--- config.mk ---
export PLATFORM = sky130hd
export DESIGN_NAME = esp_front
export DESIGN_NICKNAME = d
export VERILOG_FILES = /design/src/design/esp_pkg.sv /design/src/design/esp_front.sv
export SDC_FILE = /design/constraint.sdc
export NUM_CORES = 1
export LEC_CHECK = 0
export ABC_AREA = 1
export BUFFER_PORTS_ARGS = -buffer_cell sky130_fd_sc_hd__buf_2
export CORE_MARGIN = 2
export CORE_UTILIZATION = 45
export DETAILED_ROUTE_END_ITERATION = 12
export PLACE_DENSITY_LB_ADDON = 0.2
export SLEW_MARGIN = 0
export SYNTH_ARGS = -nofsm -noshare
export SYNTH_HDL_FRONTEND = slang
export SYNTH_SLANG_ARGS = --single-unit
export TNS_END_PERCENT = 50
--- constraint.sdc ---
create_clock -name clock -period 8.9 [get_ports clock]
set_clock_uncertainty 0.15 [all_clocks]
set_input_delay 1.335 -clock clock [delete_from_list [all_inputs] [get_ports clock]]
set_output_delay 1.335 -clock clock [all_outputs]
set_load 0.01 [all_outputs]
--- src/design/esp_pkg.sv ---
// Types, constants and helper functions of the servo position integrator
`default_nettype none
package esp_pkg;

   localparam logic [15:0] NOMINAL_TICK_US = 16'd5000;
   localparam logic [15:0] MAX_TICK_US     = 16'd50000;

   // divider widths: numerator, divisor, iteration counter
   localparam int unsigned NUM_W     = 37;
   localparam int unsigned DEN_W     = 19;
   localparam int unsigned DIV_CNT_W = 6;

   // reciprocals of 125 for the divisions by 1000, operand shifted down by 3 first
   localparam logic [33:0] RECIP_STEP = 34'd8796093023;  // ceil(2^40 / 125)
   localparam logic [29:0] RECIP_POS  = 30'd549755814;   // ceil(2^36 / 125)

   localparam logic [1:0] KIND_STATUS  = 2'd0;
   localparam logic [1:0] KIND_SWITCH  = 2'd1;
   localparam logic [1:0] KIND_ENCODER = 2'd2;

   localparam logic [3:0] CSR_MAX_SPEED        = 4'd0;
   localparam logic [3:0] CSR_CURRENT_GAIN     = 4'd1;
   localparam logic [3:0] CSR_EFFORT_LIMIT     = 4'd2;
   localparam logic [3:0] CSR_POS_CLAMP        = 4'd3;
   localparam logic [3:0] CSR_SWITCH_THRESHOLD = 4'd4;
   localparam logic [3:0] CSR_MODE_BITS        = 4'd5;
   localparam logic [3:0] CSR_ENCODER_OFFSET   = 4'd6;
   localparam logic [3:0] CSR_ENCODER_SCALE    = 4'd7;

   localparam int unsigned MODE_SW_EN     = 0;
   localparam int unsigned MODE_BELOW     = 1;
   localparam int unsigned MODE_ACT_HIGH  = 2;
   localparam int unsigned MODE_ENC_EN    = 3;

   typedef struct packed {
      logic        [19:0] max_speed;
      logic        [23:0] current_gain;
      logic        [14:0] effort_limit;
      logic        [30:0] pos_clamp;
      logic signed [31:0] switch_threshold;
      logic        [3:0]  mode_bits;
      logic signed [31:0] encoder_offset;
      logic signed [31:0] encoder_scale;
   } cfg_type;

   typedef struct packed {
      logic               is_cmd;
      logic               cmd_ok;
      logic        [15:0] dt;
      logic signed [31:0] target;
   } item_type;

   typedef struct packed {
      logic        [1:0]  frame_kind;
      logic signed [15:0] position_tenth_deg;
      logic signed [15:0] velocity_tenth_rpm;
      logic signed [15:0] current_centiamp;
      logic               switch_pressed;
      logic signed [23:0] encoder_raw;
      logic               last;
   } rsp_type;

   function automatic logic signed [31:0] limit_pos(input logic signed [31:0] v,
                                                   input logic [30:0] lim);
      logic signed [31:0] hi;
      hi = signed'({1'b0, lim});
      if (lim == 31'd0) return v;
      if (v > hi) return hi;
      if (v < -hi) return -hi;
      return v;
   endfunction

   function automatic logic signed [15:0] sat16(input logic neg,
                                               input logic [NUM_W-1:0] mag);
      if (neg) begin
         if (mag > NUM_W'(32768)) return 16'sh8000;
         return -signed'(mag[15:0]);
      end
      if (mag > NUM_W'(32767)) return 16'sh7FFF;
      return signed'(mag[15:0]);
   endfunction

endpackage
`default_nettype wire

--- src/design/esp_front.sv ---
// Front end: accepts and classifies items into a two-entry queue
`default_nettype none
module esp_front (
   input  logic               clock,
   input  logic               reset,
   input  logic               req_valid,
   output logic               req_stall,
   input  logic               req_type,
   input  logic [15:0]        req_elapsed_us,
   input  logic               req_is_extended,
   input  logic [3:0]         req_frame_length,
   input  logic signed [31:0] req_target_raw,
   output logic               q_valid,
   output esp_pkg::item_type  q_item,
   input  logic               q_pop
);
   import esp_pkg::*;

   item_type   slot_ff [2];
   logic       wr_ptr_ff, wr_ptr_in;
   logic       rd_ptr_ff, rd_ptr_in;
   logic [1:0] cnt_ff, cnt_in;
   item_type   item_w;
   logic       push;

   always_comb begin
      item_w.is_cmd = req_type;
      item_w.cmd_ok = req_is_extended && (req_frame_length >= 4'd4);
      item_w.target = req_target_raw;
      // zero means nominal period, otherwise cap at the maximum
      if (req_elapsed_us == 16'd0)
         item_w.dt = NOMINAL_TICK_US;
      else if ((MAX_TICK_US != 16'd0) && (req_elapsed_us > MAX_TICK_US))
         item_w.dt = MAX_TICK_US;
      else
         item_w.dt = req_elapsed_us;
      if (item_w.dt == 16'd0) item_w.dt = 16'd1;
   end

   assign req_stall = (cnt_ff == 2'd2);
   assign push      = req_valid && !req_stall;
   assign q_valid   = (cnt_ff != 2'd0);
   assign q_item    = slot_ff[rd_ptr_ff];

   always_comb begin
      wr_ptr_in = push ? !wr_ptr_ff : wr_ptr_ff;
      rd_ptr_in = q_pop ? !rd_ptr_ff : rd_ptr_ff;
      cnt_in    = cnt_ff + 2'(push) - 2'(q_pop);
   end

   always_ff @(posedge clock) begin
      if (reset) begin
         wr_ptr_ff <= 1'b0;
         rd_ptr_ff <= 1'b0;
         cnt_ff    <= 2'd0;
      end else begin
         wr_ptr_ff <= wr_ptr_in;
         rd_ptr_ff <= rd_ptr_in;
         cnt_ff    <= cnt_in;
      end
   end

   always_ff @(posedge clock) begin
      if (push) slot_ff[wr_ptr_ff] <= item_w;
   end

endmodule
`default_nettype wire

==> flow_summary_export.csv, run 1 <==
group,metric,value,unit
outcome,run_status,"completed",
power,total_leakage_power,1.93,nW
hold_path,hp-class,"flop to flop",
critical_path,arrival,1.84,ns
route,drt-initial-drc-count,63,
route,drt_pass1_iterations,4,
timing,timing.final.crit_share,0.373,
yosys,synth.ff_latch_count,105,
grt,maximum_number_of_pins_on_one_net_before_global_route_repair,48,
yosys,synthesis.yosys.warnings,0,
final_layout,fin_util,0.564,
placed_design,hpwlAfterDp,4660,µm
critical_path,setup.worst_path.class,"flop to output port",
final_layout,count_of_antenna_diodes_in_the_layout,0,
grt,track_usage,0.141,
route,post_route_antenna_net_violation_count,0,
timing,fin_hold_ws,0.372,ns
floorplan,rows,34,
critical_path,critPathMaxFanout,47,
power,total_power,1.07,mW
timing,max_freq,0.301,GHz
clock_network,cts.sinks,105,
timing,maxSlewHeadroom,0.475,
flow_run,cap_viol_max_count,0,
power,pwr_density_cell,216,mW/mm²
floorplan,initial_utilization,0.468,
power,ir_drop,104,µV
floorplan,floorplan.die.width,99.7,µm
clock_network,clock_latency,0.35,ns
grt,grt_use_met1,0.167,
clock_network,clkTransAtPathRegs,0.10,ns
grt,groute.layer.met2.usage,0.236,
timing,timing_max_transition_violations_final,0,
yosys,syn_area_per_cell,17.0,µm²
final_layout,drive_gt1_frac,0.514,
route,vias,2284,
clock_network,postcts_setup_bufs,0,
critical_path,critical_path.cell_chain,"buf_4 > mux2_2 > buf_2",
grt,gr-usage-met3,0.0450,
grt,initial_antenna_violation_count,0,
critical_path,slowest_delay,0.53,ns
timing,hold_viol,0,
clock_network,cts_repair_resize_count,0,
critical_path,setup.worst_path.end_class,"output port",
final_layout,fin_nets,415,
timing,timing_worst_slew_pin_value,0.786,ns
critical_path,cp_num_buf_inv,2,
clock_network,cts.hold.buffers_added,0,
critical_path,timing.critical_path.slowest_stage_cell,"sky130_fd_sc_hd__buf_4",
yosys,yosysSeqAreaShare,0.752,
floorplan,die_area,0.00995,mm²
clock_network,clk_tree_root_cell,"sky130_fd_sc_hd__clkbuf_8",
timing,grt_setup_unrepaired,"false",
grt,grt_pass1_vias,2194,
yosys,netlist_instances,242,
clock_network,cts_tree,"yes",
critical_path,critPathLaunchType,"flop",
critical_path,crit_required,7.41,ns
placed_design,portBuffers,107,
yosys,yosys.cell_types.count,23,
timing,min_period,3.32,ns
floorplan,die_h,99.7,µm
timing,setup_viol,0,
yosys,synth_area,0.00413,mm²
grt,overflow,0,
route,wirelength,6900,µm
route,routedWlPerCell,14.8,µm
yosys,net_count_after_synthesis,302,
placed_design,gp_congestion,0.769,
clock_network,cts_inserted_buffers,9,
floorplan,core-area,0.00881,mm²
grt,grt_pass1_wl,10600,µm
grt,global_route.peak_usage_layer,"met2",
floorplan,io-pin-count,110,
clock_network,clockBufferDepth,2,
critical_path,cp_top_family,"buffers and inverters",
clock_network,htreeDepth,3,
timing,finalSetupTns,0,ns
route,vias_per_cell,4.88,
route,remaining_drc_errors,0,
final_layout,areaGrowthSynthToFinish,20.4,%
[worst paths after layout]
kind                  start        endpoint  slack [ns]  depth (start not counted)
setup / recovery       flop      q_item[27]        5.58                          3
hold / removal    rd_ptr_ff            flop        0.37                          2
setup reg to reg  cnt_ff[1]  slot_ff[1][25]        6.76                          4
hold reg to reg   rd_ptr_ff            flop        0.37                          2
[power breakdown]
group          total [mW]  switching (mW)  internal, mW
registers           0.609          0.0113         0.598
clock network       0.292           0.159         0.133
logic               0.170          0.0958        0.0745
total                1.07           0.266         0.805
[through the flow]
step	worst slack, ns	cells	cell area [µm²]
after floorplan	4.76	242	4130
after global placement	5.74	452	4770
after detailed placement	5.72	452	4770
after CTS	5.51	468	4970
after global routing	5.46	468	4970
final	5.58	468	4970
[synthesized netlist by cell type, drive strengths merged]
master / instances / area share
mux2: 50 / 0.14
nor3b: 2 / 0.0036
nand2: 20 / 0.020
o21a: 1 / 0.0018
ha: 2 / 0.0061
buf: 6 / 0.015
or2: 1 / 0.0015
o21ai: 2 / 0.0033
dfxtp: 5 / 0.024
inv: 17 / 0.017
xnor2: 2 / 0.0042
edfxtp: 100 / 0.73
nand4: 2 / 0.0030
nor2: 25 / 0.028
clkbuf: 2 / 0.0018
nand3: 5 / 0.0061
[sequential cells by signal, indices dropped and copies added, names as in the netlist, named ones only]
register   count
rd_ptr_ff      1
wr_ptr_ff      1
cnt_ff         2
slot_ff      100
[worst reg2reg max path, stage by stage (launching register included)]
cell and delay [ns]:
sky130_fd_sc_hd__dfxtp_1 0.32, sky130_fd_sc_hd__inv_1 0.11, sky130_fd_sc_hd__o21ai_2 0.13, sky130_fd_sc_hd__nor2_4 0.62, sky130_fd_sc_hd__buf_4 0.47
[layer usage]
metal,share of wire,up-vias
met4,0.015,0
met1,0.43,1097
met3,0.065,9
met2,0.49,75
li1,-,1103
met5,0,-
[area by class of cell]
cell class,count,area [µm²]
fill,727,3840
sequential,105,3100
multi-input combinational,112,900
timing repair buffer,110,558
tap,108,135
clock buffer,9,124
clock inverter,7,77.6
inverter,17,68.8
[kinds of logic after synthesis]
logic type      Yosys count  synth area share
flops                   105             0.752
simple gates             55            0.0625
mux                      50             0.136
buf+inv                  25            0.0334
compound gates            3           0.00516
xor+xnor                  2           0.00425
fa+ha+maj                 2           0.00607
[placed cells by master (no fill, tap or decap), types with 3 or more instances in the layout]
master and n:
sky130_fd_sc_hd__buf_4 3, sky130_fd_sc_hd__mux2_1 4, sky130_fd_sc_hd__nor2_4 3, sky130_fd_sc_hd__nand3_1 5
sky130_fd_sc_hd__buf_2 107, sky130_fd_sc_hd__nor2_2 6, sky130_fd_sc_hd__inv_1 16, sky130_fd_sc_hd__clkbuf_8 9
sky130_fd_sc_hd__nor2_1 16, sky130_fd_sc_hd__edfxtp_1 100, sky130_fd_sc_hd__dfxtp_1 4, sky130_fd_sc_hd__nand2_1 19
sky130_fd_sc_hd__mux2_2 46
Note: power is estimated with default switching activity, not from simulation.
==> inputs of run 2 (changes only) <==
==> constraint.sdc (replaced) <==
create_clock -name clock -period 2.85 [get_ports clock]
set_clock_uncertainty 0.15 [all_clocks]
set_input_delay 0.4275 -clock clock [delete_from_list [all_inputs] [get_ports clock]]
set_output_delay 0.4275 -clock clock [all_outputs]
set_load 0.01 [all_outputs]
==> run 2 against run 1 <==
  * Sequential cell count stayed put
  * Non-clock buffer count is 3 higher
  * Sequential power grew to 3.1 times the previous value
  * Critical path depth unchanged
  * Die area is the same
  * Power rose to 3.1 times the previous value
  * Highest routed layer unchanged
==> flow_summary_export.csv, run 2 (synthesis results as in run 1) <==
group,metric,value,unit
critical_path,setup.worst_path.end,"q_item[23]",
clock_network,clk_tree_root_cell,"sky130_fd_sc_hd__clkbuf_8",
floorplan,die_h,99.7,µm
placed_design,portBuffers,107,
clock_network,cts.sinks,105,
route,routedWlPerCell,14.8,µm
final_layout,count_of_antenna_diodes_in_the_layout,0,
floorplan,rows,34,
grt,global_route.peak_usage_layer,"met2",
final_layout,final_common_cell,"sky130_fd_sc_hd__buf_2",
final_layout,largest_regs,"slot_ff (100), cnt_ff (2)",
critical_path,worst-r2r-setup-slack,1.06,ns
timing,timing.final.crit_share,0.751,
timing,finalSetupTns,0,ns
final_layout,fin_util,0.568,
placed_design,hpwlAfterDp,4820,µm
final_layout,final_cell_mix,"sky130_fd_sc_hd__buf_2, sky130_fd_sc_hd__edfxtp_1, sky130_fd_sc_hd__mux2_2",
placed_design,place_ws,1.06,ns
clock_network,cts_repair_resize_count,0,
critical_path,critPathMaxFanout,26,
timing,grt_setup_unrepaired,"false",
timing,fin_hold_ws,0.107,ns
floorplan,die_area,0.00995,mm²
route,wirelength,6970,µm
critical_path,slowest_delay,0.39,ns
clock_network,clkTransAtPathRegs,0.10,ns
critical_path,cp_num_buf_inv,2,
final_layout,max_flop_register,"slot_ff",
timing,timing_worst_slew_pin_value,0.386,ns
clock_network,cts.hold.buffers_added,0,
timing,least_setup_slack_across_all_paths_after_layout,0.708,ns
timing,setup_viol,0,
clock_network,postcts_setup_bufs,0,
final_layout,largest_register_ff_count,100,
final_layout,finalNonFillerCells,471,
critical_path,timing.critical_path.depth,3,
grt,track_usage,0.146,
hold_path,hp-class,"input pin to flop",
critical_path,worst_r2r_endpoint,"cnt_ff[1]",
flow_run,cap_viol_max_count,0,
power,ir_drop,337,µV
route,remaining_drc_errors,0,
placed_design,place_inst,455,
route,vias,2311,
grt,gr-usage-met3,0.0429,
timing,timing_max_transition_violations_final,0,
critical_path,critical_path.cell_chain,"buf_4 > mux2_2 > buf_2",
clock_network,clockBufferDepth,2,
grt,initial_antenna_violation_count,0,
power,pwr_density_cell,673,mW/mm²
final_layout,drive_gt1_frac,0.515,
timing,maxSlewHeadroom,0.743,
outcome,run_status,"completed",
clock_network,cts_tree,"yes",
critical_path,cp_top_family,"buffers and inverters",
timing,hold_viol,0,
grt,maximum_number_of_pins_on_one_net_before_global_route_repair,28,
grt,grt_use_met1,0.171,
critical_path,critPathLaunchType,"flop",
critical_path,arrival,1.56,ns
critical_path,setup.worst_path.end_class,"output port",
final_layout,fin_nets,418,
critical_path,reg2reg_from,"cnt_ff[1]",
route,drt-initial-drc-count,79,
clock_network,clock_latency,0.35,ns
critical_path,crit_required,2.27,ns
critical_path,timing.critical_path.slowest_stage_cell,"sky130_fd_sc_hd__mux2_2",
grt,grt_pass1_wl,11100,µm
route,post_route_antenna_net_violation_count,0,
route,vias_per_cell,4.91,
critical_path,setup.worst_path.class,"flop to output port",
final_layout,areaGrowthSynthToFinish,21.2,%
timing,min_period,2.14,ns
timing,max_freq,0.467,GHz
grt,overflow,0,
floorplan,initial_utilization,0.468,
power,total_leakage_power,1.95,nW
floorplan,core-area,0.00881,mm²
critical_path,worst-r2r-cell-count,8,
route,drt_pass1_iterations,4,
placed_design,gp_congestion,0.810,
clock_network,htreeDepth,3,
floorplan,io-pin-count,110,
grt,groute.layer.met2.usage,0.254,
grt,grt_pass1_vias,2359,
clock_network,cts_inserted_buffers,9,
floorplan,floorplan.die.width,99.7,µm
## run 2: metrics by stage
| step | cell area (µm²) | total power, mW |
|---|---|---|
| global route | 5000 | 3.53 |
| floorplan | 4130 | 2.27 |
| global placement | 4790 | 2.47 |
| detailed placement | 4790 | 2.49 |
| finish | 5000 | 3.37 |
| CTS | 5000 | 3.42 |
## run 2: layout make-up
cell class	count	area (µm²)
tap	108	135
timing repair buffer	113	581
sequential	105	3100
multi-input combinational	112	900
clock buffer	14	195
fill	752	3800
inverter	17	68.8
clock inverter	2	17.5
## run 2: routing by layer
metal	wire [µm]	share of wire
met1	2900	0.42
met2	3500	0.50
met3	473	0.068
met4	102	0.015
met5	0	0
## run 2: worst min-delay path by stage
stage	startpoint	endpoint	slack [ns]	cells after the start
floorplan	rd_ptr_ff	flop	0.33	2
detailed placement	rd_ptr_ff	flop	0.41	2
CTS	req_target_raw[14]	slot_ff[0][14]	0.08	1
global route	req_target_raw[14]	slot_ff[0][14]	0.08	1
global placement	rd_ptr_ff	rd_ptr_ff	0.35	2
finish	req_target_raw[1]	slot_ff[1][1]	0.11	1
## run 2: worst reg2reg max path, stage by stage, from the launching register on
cell and delay (ns):
sky130_fd_sc_hd__dfxtp_1 0.33, sky130_fd_sc_hd__inv_1 0.08, sky130_fd_sc_hd__o21ai_2 0.29, sky130_fd_sc_hd__ha_1 0.30, sky130_fd_sc_hd__inv_1 0.05, sky130_fd_sc_hd__ha_1 0.15
sky130_fd_sc_hd__xnor2_1 0.14, sky130_fd_sc_hd__nor2_1 0.07, sky130_fd_sc_hd__nor3b_1 0.16
## run 2: report_power, final
group	internal, mW	switching [mW]	total, mW
clock network	0.454	0.469	0.924
logic	0.239	0.304	0.543
registers	1.87	0.0340	1.90
